File: src/hdl/bsfr_pkg.sv
// shared types and constants for the byte stuffed frame receiver
`default_nettype none

package bsfr_pkg;

    localparam int unsigned MAX_FRAME_BYTES_DEF = 1024;

    localparam int unsigned BYTE_W  = 8;
    localparam int unsigned LEN_W   = 11;
    localparam int unsigned CNT32_W = 32;
    localparam int unsigned IDX_W   = 2;
    localparam int unsigned M_DATA_W = 88;
    localparam int unsigned M_USER_W = 2;

    localparam logic [BYTE_W-1:0] SYNC_CHAR_RST    = 8'd126;
    localparam logic [BYTE_W-1:0] ESC_CHAR_RST     = 8'd125;
    localparam logic [BYTE_W-1:0] ESC_SYNC_RST     = 8'd94;
    localparam logic [BYTE_W-1:0] ESC_ESC_RST      = 8'd93;

    typedef enum logic [IDX_W-1:0] {
        CFG_SYNC_CHAR = 2'd0,
        CFG_ESC_CHAR  = 2'd1,
        CFG_ESC_SYNC  = 2'd2,
        CFG_ESC_ESC   = 2'd3
    } t_cfg_reg;

    typedef struct packed {
        logic [CNT32_W-1:0] out_of_frame_bytes;
        logic [CNT32_W-1:0] frames_received;
        logic               frame_overflow;
        logic [LEN_W-1:0]   frame_length;
        logic               frame_end;
        logic [BYTE_W-1:0]  payload_byte;
        logic               byte_present;
    } t_result;

endpackage

`default_nettype wire

File: src/hdl/byte_stuffed_frame_receiver_core.sv
// byte stuffed frame receiver: deframer state, counters and output skid stage
//
// channel   dir  handshake          payload
// s_axis    in   tvalid / tready    tdata: rx_byte
// m_axis    out  tvalid / tready    tdata, tuser, tlast (see port list)
// cfg       in   i_cfg_wr_en        i_cfg_index, i_cfg_wr_data
//
// one byte per clock while s_axis_tready is high; the decode and the counter
// updates sit between the state registers and the result register
// the result register plus one skid entry let the input keep flowing while
// the output is stalled; s_axis_tready drops only when both are full
// synchronous active-low reset restores the default codes and clears state
`default_nettype none

module byte_stuffed_frame_receiver_core #(
    parameter int unsigned MAX_FRAME_BYTES = bsfr_pkg::MAX_FRAME_BYTES_DEF
) (
    input  wire logic                           i_clk,
    input  wire logic                           i_rst_n,
    // rx_byte [7:0]
    input  wire logic [bsfr_pkg::BYTE_W-1:0]    s_axis_tdata,
    input  wire logic                           s_axis_tvalid,
    output logic                                s_axis_tready,
    // payload_byte [7:0], frame_length [18:8], frames_received [50:19],
    // out_of_frame_bytes [82:51], zero [87:83]
    output logic [bsfr_pkg::M_DATA_W-1:0]       m_axis_tdata,
    // byte_present [0], frame_overflow [1]
    output logic [bsfr_pkg::M_USER_W-1:0]       m_axis_tuser,
    // frame_end
    output logic                                m_axis_tlast,
    output logic                                m_axis_tvalid,
    input  wire logic                           m_axis_tready,
    input  wire logic                           i_cfg_wr_en,
    input  wire logic [bsfr_pkg::IDX_W-1:0]     i_cfg_index,
    input  wire logic [bsfr_pkg::BYTE_W-1:0]    i_cfg_wr_data
);

    localparam int unsigned CNT_W = $clog2(MAX_FRAME_BYTES + 1);
    localparam int unsigned EXT_W = (CNT_W > bsfr_pkg::LEN_W) ? CNT_W : bsfr_pkg::LEN_W;
    localparam logic [CNT_W-1:0] MAX_CNT = CNT_W'(MAX_FRAME_BYTES);

    logic [bsfr_pkg::BYTE_W-1:0]  r_sync_char;
    logic [bsfr_pkg::BYTE_W-1:0]  r_esc_char;
    logic [bsfr_pkg::BYTE_W-1:0]  r_esc_sync;
    logic [bsfr_pkg::BYTE_W-1:0]  r_esc_esc;

    logic                         r_in_frame, n_in_frame;
    logic                         r_escape_pending, n_escape_pending;
    logic [CNT_W-1:0]             r_byte_count, n_byte_count;
    logic                         r_overflow_seen, n_overflow_seen;
    logic [bsfr_pkg::CNT32_W-1:0] r_frame_counter, n_frame_counter;
    logic [bsfr_pkg::CNT32_W-1:0] r_stray_counter, n_stray_counter;

    bsfr_pkg::t_result            n_result;
    bsfr_pkg::t_result            r_out;
    bsfr_pkg::t_result            r_skid;
    logic                         r_out_valid;
    logic                         r_skid_valid;

    logic                         s_accept;
    logic [bsfr_pkg::BYTE_W-1:0]  rx;
    logic                         present;
    logic                         ended;
    logic [bsfr_pkg::BYTE_W-1:0]  data;
    logic [EXT_W-1:0]             len_ext;

    assign s_axis_tready = !r_skid_valid;
    assign s_accept      = s_axis_tvalid && s_axis_tready;
    assign rx            = s_axis_tdata;

    // configuration registers
    always_ff @(posedge i_clk) begin
        if (!i_rst_n) begin
            r_sync_char <= bsfr_pkg::SYNC_CHAR_RST;
            r_esc_char  <= bsfr_pkg::ESC_CHAR_RST;
            r_esc_sync  <= bsfr_pkg::ESC_SYNC_RST;
            r_esc_esc   <= bsfr_pkg::ESC_ESC_RST;
        end else if (i_cfg_wr_en) begin
            unique case (bsfr_pkg::t_cfg_reg'(i_cfg_index))
                bsfr_pkg::CFG_SYNC_CHAR: r_sync_char <= i_cfg_wr_data;
                bsfr_pkg::CFG_ESC_CHAR:  r_esc_char  <= i_cfg_wr_data;
                bsfr_pkg::CFG_ESC_SYNC:  r_esc_sync  <= i_cfg_wr_data;
                bsfr_pkg::CFG_ESC_ESC:   r_esc_esc   <= i_cfg_wr_data;
                default: ;
            endcase
        end
    end

    // per-byte decode
    always_comb begin
        n_in_frame       = r_in_frame;
        n_escape_pending = r_escape_pending;
        n_byte_count     = r_byte_count;
        n_overflow_seen  = r_overflow_seen;
        n_frame_counter  = r_frame_counter;
        n_stray_counter  = r_stray_counter;
        present          = 1'b0;
        ended            = 1'b0;
        data             = '0;
        len_ext          = '0;

        if (!r_in_frame) begin
            if (rx == r_sync_char) begin
                n_in_frame = 1'b1;
            end else begin
                n_stray_counter = r_stray_counter + 1'b1;
            end
        end else if (r_escape_pending) begin
            n_escape_pending = 1'b0;
            if (rx == r_esc_sync) begin
                data = r_sync_char;
            end else if (rx == r_esc_esc) begin
                data = r_esc_char;
            end else begin
                data  = r_sync_char;
                ended = 1'b1;
            end
            if (r_byte_count >= MAX_CNT) begin
                n_overflow_seen = 1'b1;
            end else begin
                n_byte_count = r_byte_count + 1'b1;
                present      = 1'b1;
            end
        end else if (rx == r_esc_char) begin
            n_escape_pending = 1'b1;
        end else if (rx == r_sync_char) begin
            ended = (r_byte_count != '0);
        end else begin
            data = rx;
            if (r_byte_count >= MAX_CNT) begin
                n_overflow_seen = 1'b1;
            end else begin
                n_byte_count = r_byte_count + 1'b1;
                present      = 1'b1;
            end
        end

        len_ext = EXT_W'(n_byte_count);

        n_result.byte_present       = present;
        n_result.payload_byte       = present ? data : '0;
        n_result.frame_end          = ended;
        n_result.frame_length       = len_ext[bsfr_pkg::LEN_W-1:0];
        n_result.frame_overflow     = n_overflow_seen;

        if (ended) begin
            n_frame_counter  = r_frame_counter + 1'b1;
            n_byte_count     = '0;
            n_overflow_seen  = 1'b0;
            n_escape_pending = 1'b0;
            n_in_frame       = 1'b0;
        end

        n_result.frames_received    = n_frame_counter;
        n_result.out_of_frame_bytes = n_stray_counter;
    end

    always_ff @(posedge i_clk) begin
        if (!i_rst_n) begin
            r_in_frame       <= 1'b0;
            r_escape_pending <= 1'b0;
            r_byte_count     <= '0;
            r_overflow_seen  <= 1'b0;
            r_frame_counter  <= '0;
            r_stray_counter  <= '0;
        end else if (s_accept) begin
            r_in_frame       <= n_in_frame;
            r_escape_pending <= n_escape_pending;
            r_byte_count     <= n_byte_count;
            r_overflow_seen  <= n_overflow_seen;
            r_frame_counter  <= n_frame_counter;
            r_stray_counter  <= n_stray_counter;
        end
    end

    // result register and skid entry
    always_ff @(posedge i_clk) begin
        if (!i_rst_n) begin
            r_out_valid  <= 1'b0;
            r_skid_valid <= 1'b0;
        end else if (m_axis_tready || !r_out_valid) begin
            if (r_skid_valid) begin
                r_out_valid  <= 1'b1;
                r_skid_valid <= 1'b0;
            end else begin
                r_out_valid  <= s_accept;
            end
        end else if (s_accept) begin
            r_skid_valid <= 1'b1;
        end
    end

    always_ff @(posedge i_clk) begin
        if (m_axis_tready || !r_out_valid) begin
            if (r_skid_valid) begin
                r_out <= r_skid;
            end else if (s_accept) begin
                r_out <= n_result;
            end
        end else if (s_accept) begin
            r_skid <= n_result;
        end
    end

    assign m_axis_tvalid = r_out_valid;
    assign m_axis_tlast  = r_out.frame_end;
    assign m_axis_tuser  = {r_out.frame_overflow, r_out.byte_present};
    assign m_axis_tdata  = {5'd0, r_out.out_of_frame_bytes, r_out.frames_received,
                            r_out.frame_length, r_out.payload_byte};

    a_skid_implies_out: assert property (@(posedge i_clk) disable iff (!i_rst_n)
        r_skid_valid |-> r_out_valid)
        else $error("skid entry full while result register empty");

    a_escape_in_frame: assert property (@(posedge i_clk) disable iff (!i_rst_n)
        r_escape_pending |-> r_in_frame)
        else $error("escape pending outside a frame");

    a_overflow_at_max: assert property (@(posedge i_clk) disable iff (!i_rst_n)
        r_overflow_seen |-> (r_byte_count == MAX_CNT))
        else $error("overflow flagged below the maximum length");

    a_count_bound: assert property (@(posedge i_clk) disable iff (!i_rst_n)
        r_byte_count <= MAX_CNT)
        else $error("byte count beyond the maximum length");

    a_frame_count_step: assert property (@(posedge i_clk) disable iff (!i_rst_n)
        (s_accept && ended) |=> (r_frame_counter == $past(r_frame_counter) + 1'b1)
                                && !r_in_frame && (r_byte_count == '0))
        else $error("frame end did not close the frame");

endmodule

`default_nettype wire

File: config.mk
export PLATFORM = sky130hd
export DESIGN_NAME = byte_stuffed_frame_receiver_core
export DESIGN_NICKNAME = d
export VERILOG_FILES = /design/src/hdl/bsfr_pkg.sv /design/src/hdl/byte_stuffed_frame_receiver_core.sv
export SDC_FILE = /design/constraint.sdc
export NUM_CORES = 1
export LEC_CHECK = 0
export BUFFER_PORTS_ARGS = -buffer_cell sky130_fd_sc_hd__buf_2
export CORE_ASPECT_RATIO = 1.25
export CORE_MARGIN = 2
export CORE_UTILIZATION = 60
export CTS_CLUSTER_DIAMETER = 50
export DETAILED_ROUTE_END_ITERATION = 16
export PLACE_DENSITY_LB_ADDON = 0.12
export SYNTH_ARGS = -nofsm -noshare
export SYNTH_HDL_FRONTEND = slang
export SYNTH_SLANG_ARGS = --single-unit
File: constraint.sdc
create_clock -name i_clk -period 6.6 [get_ports i_clk]
set_input_delay 0.99 -clock i_clk [delete_from_list [all_inputs] [get_ports i_clk]]
set_output_delay 0.99 -clock i_clk [all_outputs]
set_load 0.05 [all_outputs]
Word-level counts from Yosys, hierarchy flattened. Cells that the tools add are included.

Register bits: 284. Input port bits: 23. Output and inout port bits: 93. Logic and storage cells: 98.

Add/subtract/negate cells: 3. Order comparisons: 1. Equality and inequality tests: 7. Muxes and demuxes: 43. Bitwise logic cells: 2. Reduce and logical (&&, ||, !) cells: 16.

Operators by type and width (number): $mux 86 (2); $mux 32 (3); $mux 11 (6); $add 32x1->32 const B (2); $mux 8 (7); $eq 8x8->1 (4); $mux 1 (25); $reduce_and 2->1 (7); $add 11x1->11 const B (1); $ge 11x11->1 const B (1); $reduce_bool 11->1 (1); $eq 2x2->1 const B (2); $reduce_bool 2->1 (2); $eq 2x1->1 const B (1); $logic_not 1->1 (2); $logic_not 2->1 (1); $not 1->1 (2); $reduce_or 2->1 (1); $logic_and 1x1->1 (1); $logic_or 1x1->1 (1).

Logic depth before layout (Yosys ltp). Gate-level depths: netlist of run 1.

Depth in word-level cells: 9. Mapped depth: 11. Gate-level depth less buffers: 9.

Worst setup path after synthesis of run 1. Ideal clock, no wire load.

Path kind: input to register. Start point: input port s_axis_tvalid. End point: register r_skid[0] (netlist bit) (enable). Arrival time: 4.918 ns. Required time: 6.068 ns. Setup slack: 1.150 ns. Stages: 3. Buffers on the path: 1. Cell sequence: nand2_1 clkbuf_1 nor2_1.

Word-level cells in the longest chain between the ends: 2.

RTL lines: start, declared (RTL line byte_stuffed_frame_receiver_core.sv:22) `input wire logic s_axis_tvalid,`; $logic_and 1x1->1 (RTL line byte_stuffed_frame_receiver_core.sv:68) `assign s_accept = s_axis_tvalid && s_axis_tready;`; $reduce_and 2->1 (no line); end signal, assigned (RTL line byte_stuffed_frame_receiver_core.sv:201) `r_skid <= n_result;`; end, declared (RTL line byte_stuffed_frame_receiver_core.sv:56) `bsfr_pkg::t_result r_skid;`.

Every way passes these cells. A chain may end at the register's enable or synchronous reset.

Final worst setup path of run 1.
Start point: input port s_axis_tdata[7] (netlist bit). End point: register r_out, in the netlist m_axis_tdata[20] (data pin).

Word-level cells in the longest chain between the ends: 8. Elaborated cells between the ends (all ways): 13. Classes of those cells: eq/ne (4); mux (9).

RTL lines: start, declared (RTL line byte_stuffed_frame_receiver_core.sv:21) `input wire logic [bsfr_pkg::BYTE_W-1:0] s_axis_tdata,`; $eq 8x8->1 (on tied branches) (RTL line byte_stuffed_frame_receiver_core.sv:126, byte_stuffed_frame_receiver_core.sv:112); $mux 1 (on tied branches) (RTL line byte_stuffed_frame_receiver_core.sv:126, byte_stuffed_frame_receiver_core.sv:112); $mux 1 (on tied branches) (RTL line byte_stuffed_frame_receiver_core.sv:124, byte_stuffed_frame_receiver_core.sv:110); $mux 1 (*) (RTL line byte_stuffed_frame_receiver_core.sv:108) `end else if (r_escape_pending) begin`; $mux 1 (*) (RTL line byte_stuffed_frame_receiver_core.sv:102) `if (!r_in_frame) begin`; $mux 32 (*) (RTL line byte_stuffed_frame_receiver_core.sv:146) `if (ended) begin`; net n_frame_counter, one bit (RTL line byte_stuffed_frame_receiver_core.sv:51) `logic [bsfr_pkg::CNT32_W-1:0] r_frame_counter, n_frame_counter;`; $mux 86 (*) (RTL line byte_stuffed_frame_receiver_core.sv:197) `end else if (s_accept) begin`; $mux 86 (*) (RTL line byte_stuffed_frame_receiver_core.sv:195) `if (r_skid_valid) begin`; end signal, assigned (RTL line byte_stuffed_frame_receiver_core.sv:196) `r_out <= r_skid;`; end signal, assigned (RTL line byte_stuffed_frame_receiver_core.sv:198) `r_out <= n_result;`; end, declared (RTL line byte_stuffed_frame_receiver_core.sv:55) `bsfr_pkg::t_result r_out;`.

Mark *: on every way through the listed nets, which the timed path passes. The rest lies on a longest branch. The select of a mux whose other input is x is not followed.

==> results.py, run 1 <==
metrics = {
    "pwr": {
        "p_sw_uw": 908,
        "swShare": 0.235,
        "irDropWorstVdd_mv": 0.247,
        "pwr-share-comb": 0.074,
        "power.density_nw_per_um2": 266,
        "power_frac_seq": 0.506,
        "clkPwrFrac": 0.420,
        "power.internal_uw": 2960,
        "power_uw": 3870,
        "p_leak_uw": 0.00550,
    },
    "critical_path": {
        "crit_path_top_delay_cell": "nand2_1",
        "crit_start": "s_axis_tdata[7]",
        "r2r_setup_slack_ns": 3.15,
        "reg2reg_from": "r_sync_char[7]",
        "reg2reg_to": "m_axis_tdata[20]",
        "crit_required_ns": 6.88,
        "crit_buf_inv": 2,
        "crit_fanout": 53,
        "startpoint_type": "input pin",
        "slowest_delay_ns": 0.56,
        "crit_chain": "buf_2 -> xor2_1 -> nor4_4 -> and3_1 -> o2bb2ai_4 -> buf_4 -> nand2_1 -> mux2_2 -> mux2_2",
        "arrival_ns": 3.98,
        "cp_common_cell": "mux2_2",
        "critPathKind": "input pin to flop",
        "end_kind": "flop",
        "ff2ff_path_depth": 8,
        "cp_top_family": "simple AND/OR/NAND/NOR gates",
    },
    "synth": {
        "seq_area_frac_synth": 0.575,
        "synth_top_cell_area_share": 0.401,
        "synth_enable_flop_cells": 172,
        "yosysTopAreaCell": "edfxtp_1",
        "synthFlopType": "edfxtp_1",
        "syn_inst": 1145,
        "async_reset_ff_frac": 0,
        "synth_common_cells": "edfxtp_1 (172), nand2_1 (125), dfxtp_1 (112)",
        "synthMostInstantiatedCell": "edfxtp_1",
        "ys_ff_latch": 284,
        "ys_types": 56,
        "ys_top_cells_by_area": "edfxtp_1 (40%), dfxtp_1 (17%), mux2_2 (7.6%)",
        "ys_warn_count": 0,
        "syn_area_um2": 12900,
        "syn_avg_cell_area_um2": 11.3,
    },
    "floorplan": {
        "initial_core_util": 0.615,
        "die-area_um2": 22700,
        "die_w_um": 135,
        "ios": 116,
        "die_h_um": 168,
        "rows": 59,
        "fp.coreArea_um2": 21000,
    },
    "sta": {
        "clock_skew_ns": 0.0116,
        "fin_crit_sh": 0.560,
        "relSlewSlack": 0.226,
        "drv_slew": 0,
        "max_freq_mhz": 271,
        "setup_tns_ns": 0,
        "rsz0062_at_grt": "false",
        "hold_violations": 0,
        "hold-worst-slack_ns": 0.468,
        "fin_crit_ns": 3.70,
        "worst_pin_slew_ns": 1.16,
        "finalSetupViolCount": 0,
    },
    "min_path": {
        "whs_endpoint": "r_esc_esc[1]",
        "hp-start": "r_esc_esc[1]",
        "hp-class": "flop to flop",
        "hold_depth": 2,
    },
    "clock_network": {
        "worstSkewPairLatency_ns": 0.53,
        "cts_resized": 0,
        "cts_buffer_depth": 3,
        "clk_pin_slew_ns": 0.07,
        "clock-root-buffer": "clkbuf_16",
        "cts_made_buffers": 28,
        "cts_setup_buffers": 0,
        "cts_tree": "yes",
        "htree_num_levels": 1,
        "cts_hold_buffers": 0,
        "cts_sinks": 284,
    },
    "global_route": {
        "grt_overflow": 0,
        "grt_util_all_layers": 0.229,
        "antenna_found_initial": 0,
        "grt_pass1_vias": 8406,
        "grt_pass1_wl_mm": 42.3,
        "grt_max_degree": 87,
    },
    "routing": {
        "viasPerCell": 5.68,
        "drc": 0,
        "wl_mm": 26.0,
        "vias": 8632,
        "first_iter_violations": 562,
        "drtPass1Iterations": 6,
        "ant_nets": 0,
        "wl_per_cell_um": 17.1,
    },
    "cells_and_area": {
        "synthToLayoutAreaGrowth_pct": 12.8,
        "nFillCells": 1636,
        "finalNonFillerCells": 1520,
        "utilization": 0.693,
        "n_antenna_cell": 0,
        "drive_above_1_share": 0.214,
        "nets": 1251,
    },
    "place": {
        "io_buffers": 110,
        "dp.cells": 1468,
        "place_congestion": 0.844,
        "dpl.hpwl_mm": 16.5,
    },
    "run": {
        "max-cap-violations": 0,
    },
    "run_status": {
        "status": "complete, no violations",
    },
}
==> power by group through the flow <==
stage                     logic [uW]  registers [uW]  clock network (uW)
after floorplan                  108            2110                   0
after global placement           284            1990                   0
after detailed placement         287            1990                   0
after CTS                        289            1960                1650
after global routing             304            1960                1730
final                            286            1960                1620
==> placed cells by master, fill, tap and decap left out, types with 12 or more instances in the layout <==
cell,count
nor2_1,97
nand4_1,39
nand2_1,125
mux2_2,87
edfxtp_1,172
inv_1,12
xnor2_1,87
nor3_1,27
and3_1,27
buf_2,110
a21oi_1,29
nand3_1,75
or3_1,12
clkbuf_16,29
xor2_1,66
dfxtp_1,112
==> state kept, by name, indices dropped and copies added (netlist names) <==
| name | flops |
|---|---|
| r_skid | 86 |
| m_axis_tdata | 83 |
| r_frame_counter | 32 |
| r_stray_counter | 32 |
| r_byte_count | 11 |
| r_esc_char | 8 |
| r_esc_esc | 8 |
| r_esc_sync | 8 |
| r_sync_char | 8 |
| m_axis_tuser | 2 |
| m_axis_tlast | 1 |
| m_axis_tvalid | 1 |
| r_escape_pending | 1 |
| r_in_frame | 1 |
| r_overflow_seen | 1 |
| r_skid_valid | 1 |
==> layout make-up <==
cell class,count,area [um^2],area share
Clock inverter,16,176,0.0121
Tap cell,274,343,0.0236
Timing Repair Buffer,121,633,0.0436
Inverter,14,53.8,0.00370
Sequential cell,284,7410,0.510
Clock buffer,36,782,0.0538
Multi-Input combinational cell,775,5140,0.354
==> logic make-up after synthesis <==
family / count (synthesis) / synth area share
AND/OR/NAND/NOR: 441 / 0.166
flip-flops: 284 / 0.575
XOR/XNOR: 153 / 0.104
multiplexers: 96 / 0.0830
buffers and inverters: 90 / 0.0296
AO/OA/AOI/OAI: 76 / 0.0388
adder cells (fa/ha/maj): 4 / 0.00388
other: 1 / 0.000291
==> tightest hold or removal path: stages (launching register included) <==
cell and delay (ns):
dfxtp_1 0.32, nand2_1 0.05, a21oi_1 0.05
==> stage by stage <==
stage / cell area, um^2 / setup WS, ns
after floorplan: 12900 / 1.15
after global placement: 13600 / 2.49
after detailed placement: 13600 / 2.39
after CTS: 14500 / 2.95
after global routing: 14500 / 2.78
final: 14500 / 2.90
==> worst max path at each step <==
stage / end / slack (ns) / depth (start not counted)
3_5_place_dp: m_axis_tdata[20] / 2.39 / 9
3_3_place_gp: m_axis_tdata[20] / 2.49 / 9
2_1_floorplan: r_skid[0] / 1.15 / 3
6_report: m_axis_tdata[20] / 2.90 / 9
5_1_grt: m_axis_tdata[20] / 2.78 / 9
4_1_cts: m_axis_tdata[20] / 2.95 / 9
==> routing by layer <==
| layer | wire (um) | GRT usage | up-vias |
|---|---|---|---|
| li1 | - | - | 4205 |
| met1 | 11300 | 0.307 | 4173 |
| met2 | 12900 | 0.395 | 208 |
| met3 | 1230 | 0.0316 | 46 |
| met4 | 535 | 0.0607 | 0 |
| met5 | 0 | 0 | - |
No activity file was read; power rests on OpenSTA's default activity.
==> inputs of run 2 (changes only) <==
==> constraint.sdc (replaced) <==
create_clock -name i_clk -period 3.7 [get_ports i_clk]
set_input_delay 0.555 -clock i_clk [delete_from_list [all_inputs] [get_ports i_clk]]
set_output_delay 0.555 -clock i_clk [all_outputs]
set_load 0.05 [all_outputs]
==> results.py, run 2 (synthesis gave the netlist of run 1 again) <==
metrics = {
    "run_status": {
        "status": "complete, no violations",
    },
    "sta": {
        "fin_crit_sh": 0.806,
        "rsz0062_at_grt": "false",
        "max_freq_mhz": 335,
        "finalSetupViolCount": 0,
        "worst_pin_slew_ns": 1.01,
        "clock_skew_ns": 0.0130,
        "hold_violations": 0,
        "relSlewSlack": 0.325,
        "setup_slack_ns": 0.718,
        "fin_crit_ns": 2.98,
        "setup_tns_ns": 0,
        "drv_slew": 0,
    },
    "clock_network": {
        "cts_tree": "yes",
        "cts_sinks": 284,
        "clock-root-buffer": "clkbuf_16",
        "cts_made_buffers": 27,
        "worstSkewPairLatency_ns": 0.53,
        "cts_hold_buffers": 0,
        "htree_num_levels": 1,
        "cts_resized": 0,
        "cts_setup_buffers": 0,
        "clk_pin_slew_ns": 0.07,
        "cts_buffer_depth": 3,
    },
    "global_route": {
        "grt_overflow": 0,
        "grt_util_all_layers": 0.234,
        "grt_pass1_wl_mm": 43.1,
        "antenna_found_initial": 0,
        "grt_pass1_vias": 8592,
        "grt_max_degree": 86,
    },
    "pwr": {
        "p_leak_uw": 0.00559,
        "irDropWorstVdd_mv": 0.397,
        "power.density_nw_per_um2": 482,
    },
    "place": {
        "io_buffers": 110,
        "place_congestion": 0.877,
        "dp.cells": 1480,
        "dpl-instance-area_um2": 13700,
        "dpl.hpwl_mm": 16.8,
        "preCtsSetupSlack_ns": 0.341,
    },
    "min_path": {
        "hp-class": "input pin to flop",
    },
    "critical_path": {
        "critPathKind": "flop to flop",
        "arrival_ns": 3.27,
        "end_kind": "flop",
        "startpoint_type": "flop",
        "crit_fanout": 24,
        "crit_required_ns": 3.99,
    },
    "cells_and_area": {
        "n_antenna_cell": 0,
        "regMostFlops": "r_skid",
        "largest_reg_flops": 86,
        "synthToLayoutAreaGrowth_pct": 14.0,
        "nets": 1262,
        "drive_above_1_share": 0.224,
        "final_cell_area_um2": 14700,
        "layout_commonest_cell": "edfxtp_1",
        "final_cell_mix": "edfxtp_1 (172), nand2_1 (125), dfxtp_1 (112)",
        "finalNonFillerCells": 1529,
    },
    "floorplan": {
        "initial_core_util": 0.615,
        "die_h_um": 168,
        "rows": 59,
        "die_w_um": 135,
        "ios": 116,
        "die-area_um2": 22700,
        "fp.coreArea_um2": 21000,
    },
    "routing": {
        "viasPerCell": 5.69,
        "vias": 8695,
        "drc": 0,
        "wl_per_cell_um": 17.0,
        "dr.max_layer_used": "met4",
        "first_iter_violations": 574,
        "drtPass1Iterations": 5,
        "wl_mm": 26.0,
        "ant_nets": 0,
        "met2_length_mm": 12.9,
        "wl_met1_mm": 11.3,
        "met3_length_mm": 1.22,
    },
    "run": {
        "max-cap-violations": 0,
    },
}
run 2: path summary, 6_finish.rpt:
check / from / to / slack (ns) / cells past startpoint
worst min register to register: r_esc_esc[7] / r_esc_esc[7] / 0.47 / 2
worst max register to register: r_sync_char[7] / m_axis_tdata[20] / 0.72 / 7
worst max-delay path: r_sync_char[7] / m_axis_tdata[20] / 0.72 / 7
worst min-delay path: i_cfg_wr_data[0] / r_esc_esc[0] / 0.29 / 3
run 2: final cells by class:
cell class / instances / area [um^2]
clock buffer: 33 / 749
clock inverter: 16 / 254
fill: 1538 / 6270
inverter: 14 / 53.8
multi-input combinational: 775 / 5140
sequential: 284 / 7410
tap: 274 / 343
timing repair buffer: 133 / 748
run 2: through the flow:
| step | utilization | power (uW) | hold WS, ns |
|---|---|---|---|
| final | 0.701 | 7080 | 0.295 |
| after global routing | 0.701 | 7300 | 0.291 |
| after CTS | 0.701 | 7140 | 0.274 |
| after detailed placement | 0.653 | 4080 | 0.460 |
| after global placement | 0.653 | 4070 | 0.456 |
| after floorplan | - | 3950 | 0.449 |
run 2: report_power, final:
part	total [uW]	switching, uW	internal [uW]	leakage [uW]
combinational	516	394	121	0.00260
sequential	3490	42.8	3450	0.00250
clock	3070	1200	1870	0.000485
total	7080	1640	5440	0.00559
run 2: metal layers:
metal / global-route usage / vias up
met5: 0 / -
met2: 0.409 / 212
met3: 0.0316 / 46
met1: 0.304 / 4210
li1: - / 4227
met4: 0.0697 / 0
run 2: worst max-delay path, cell delays in order, from the launching register on:
cell       delay (ns)
dfxtp_1          0.33
xor2_1           0.19
nor4_4           0.49
and3_1           0.29
o2bb2ai_4        0.32
nand2_1          0.45
mux2_2           0.40
mux2_2           0.26
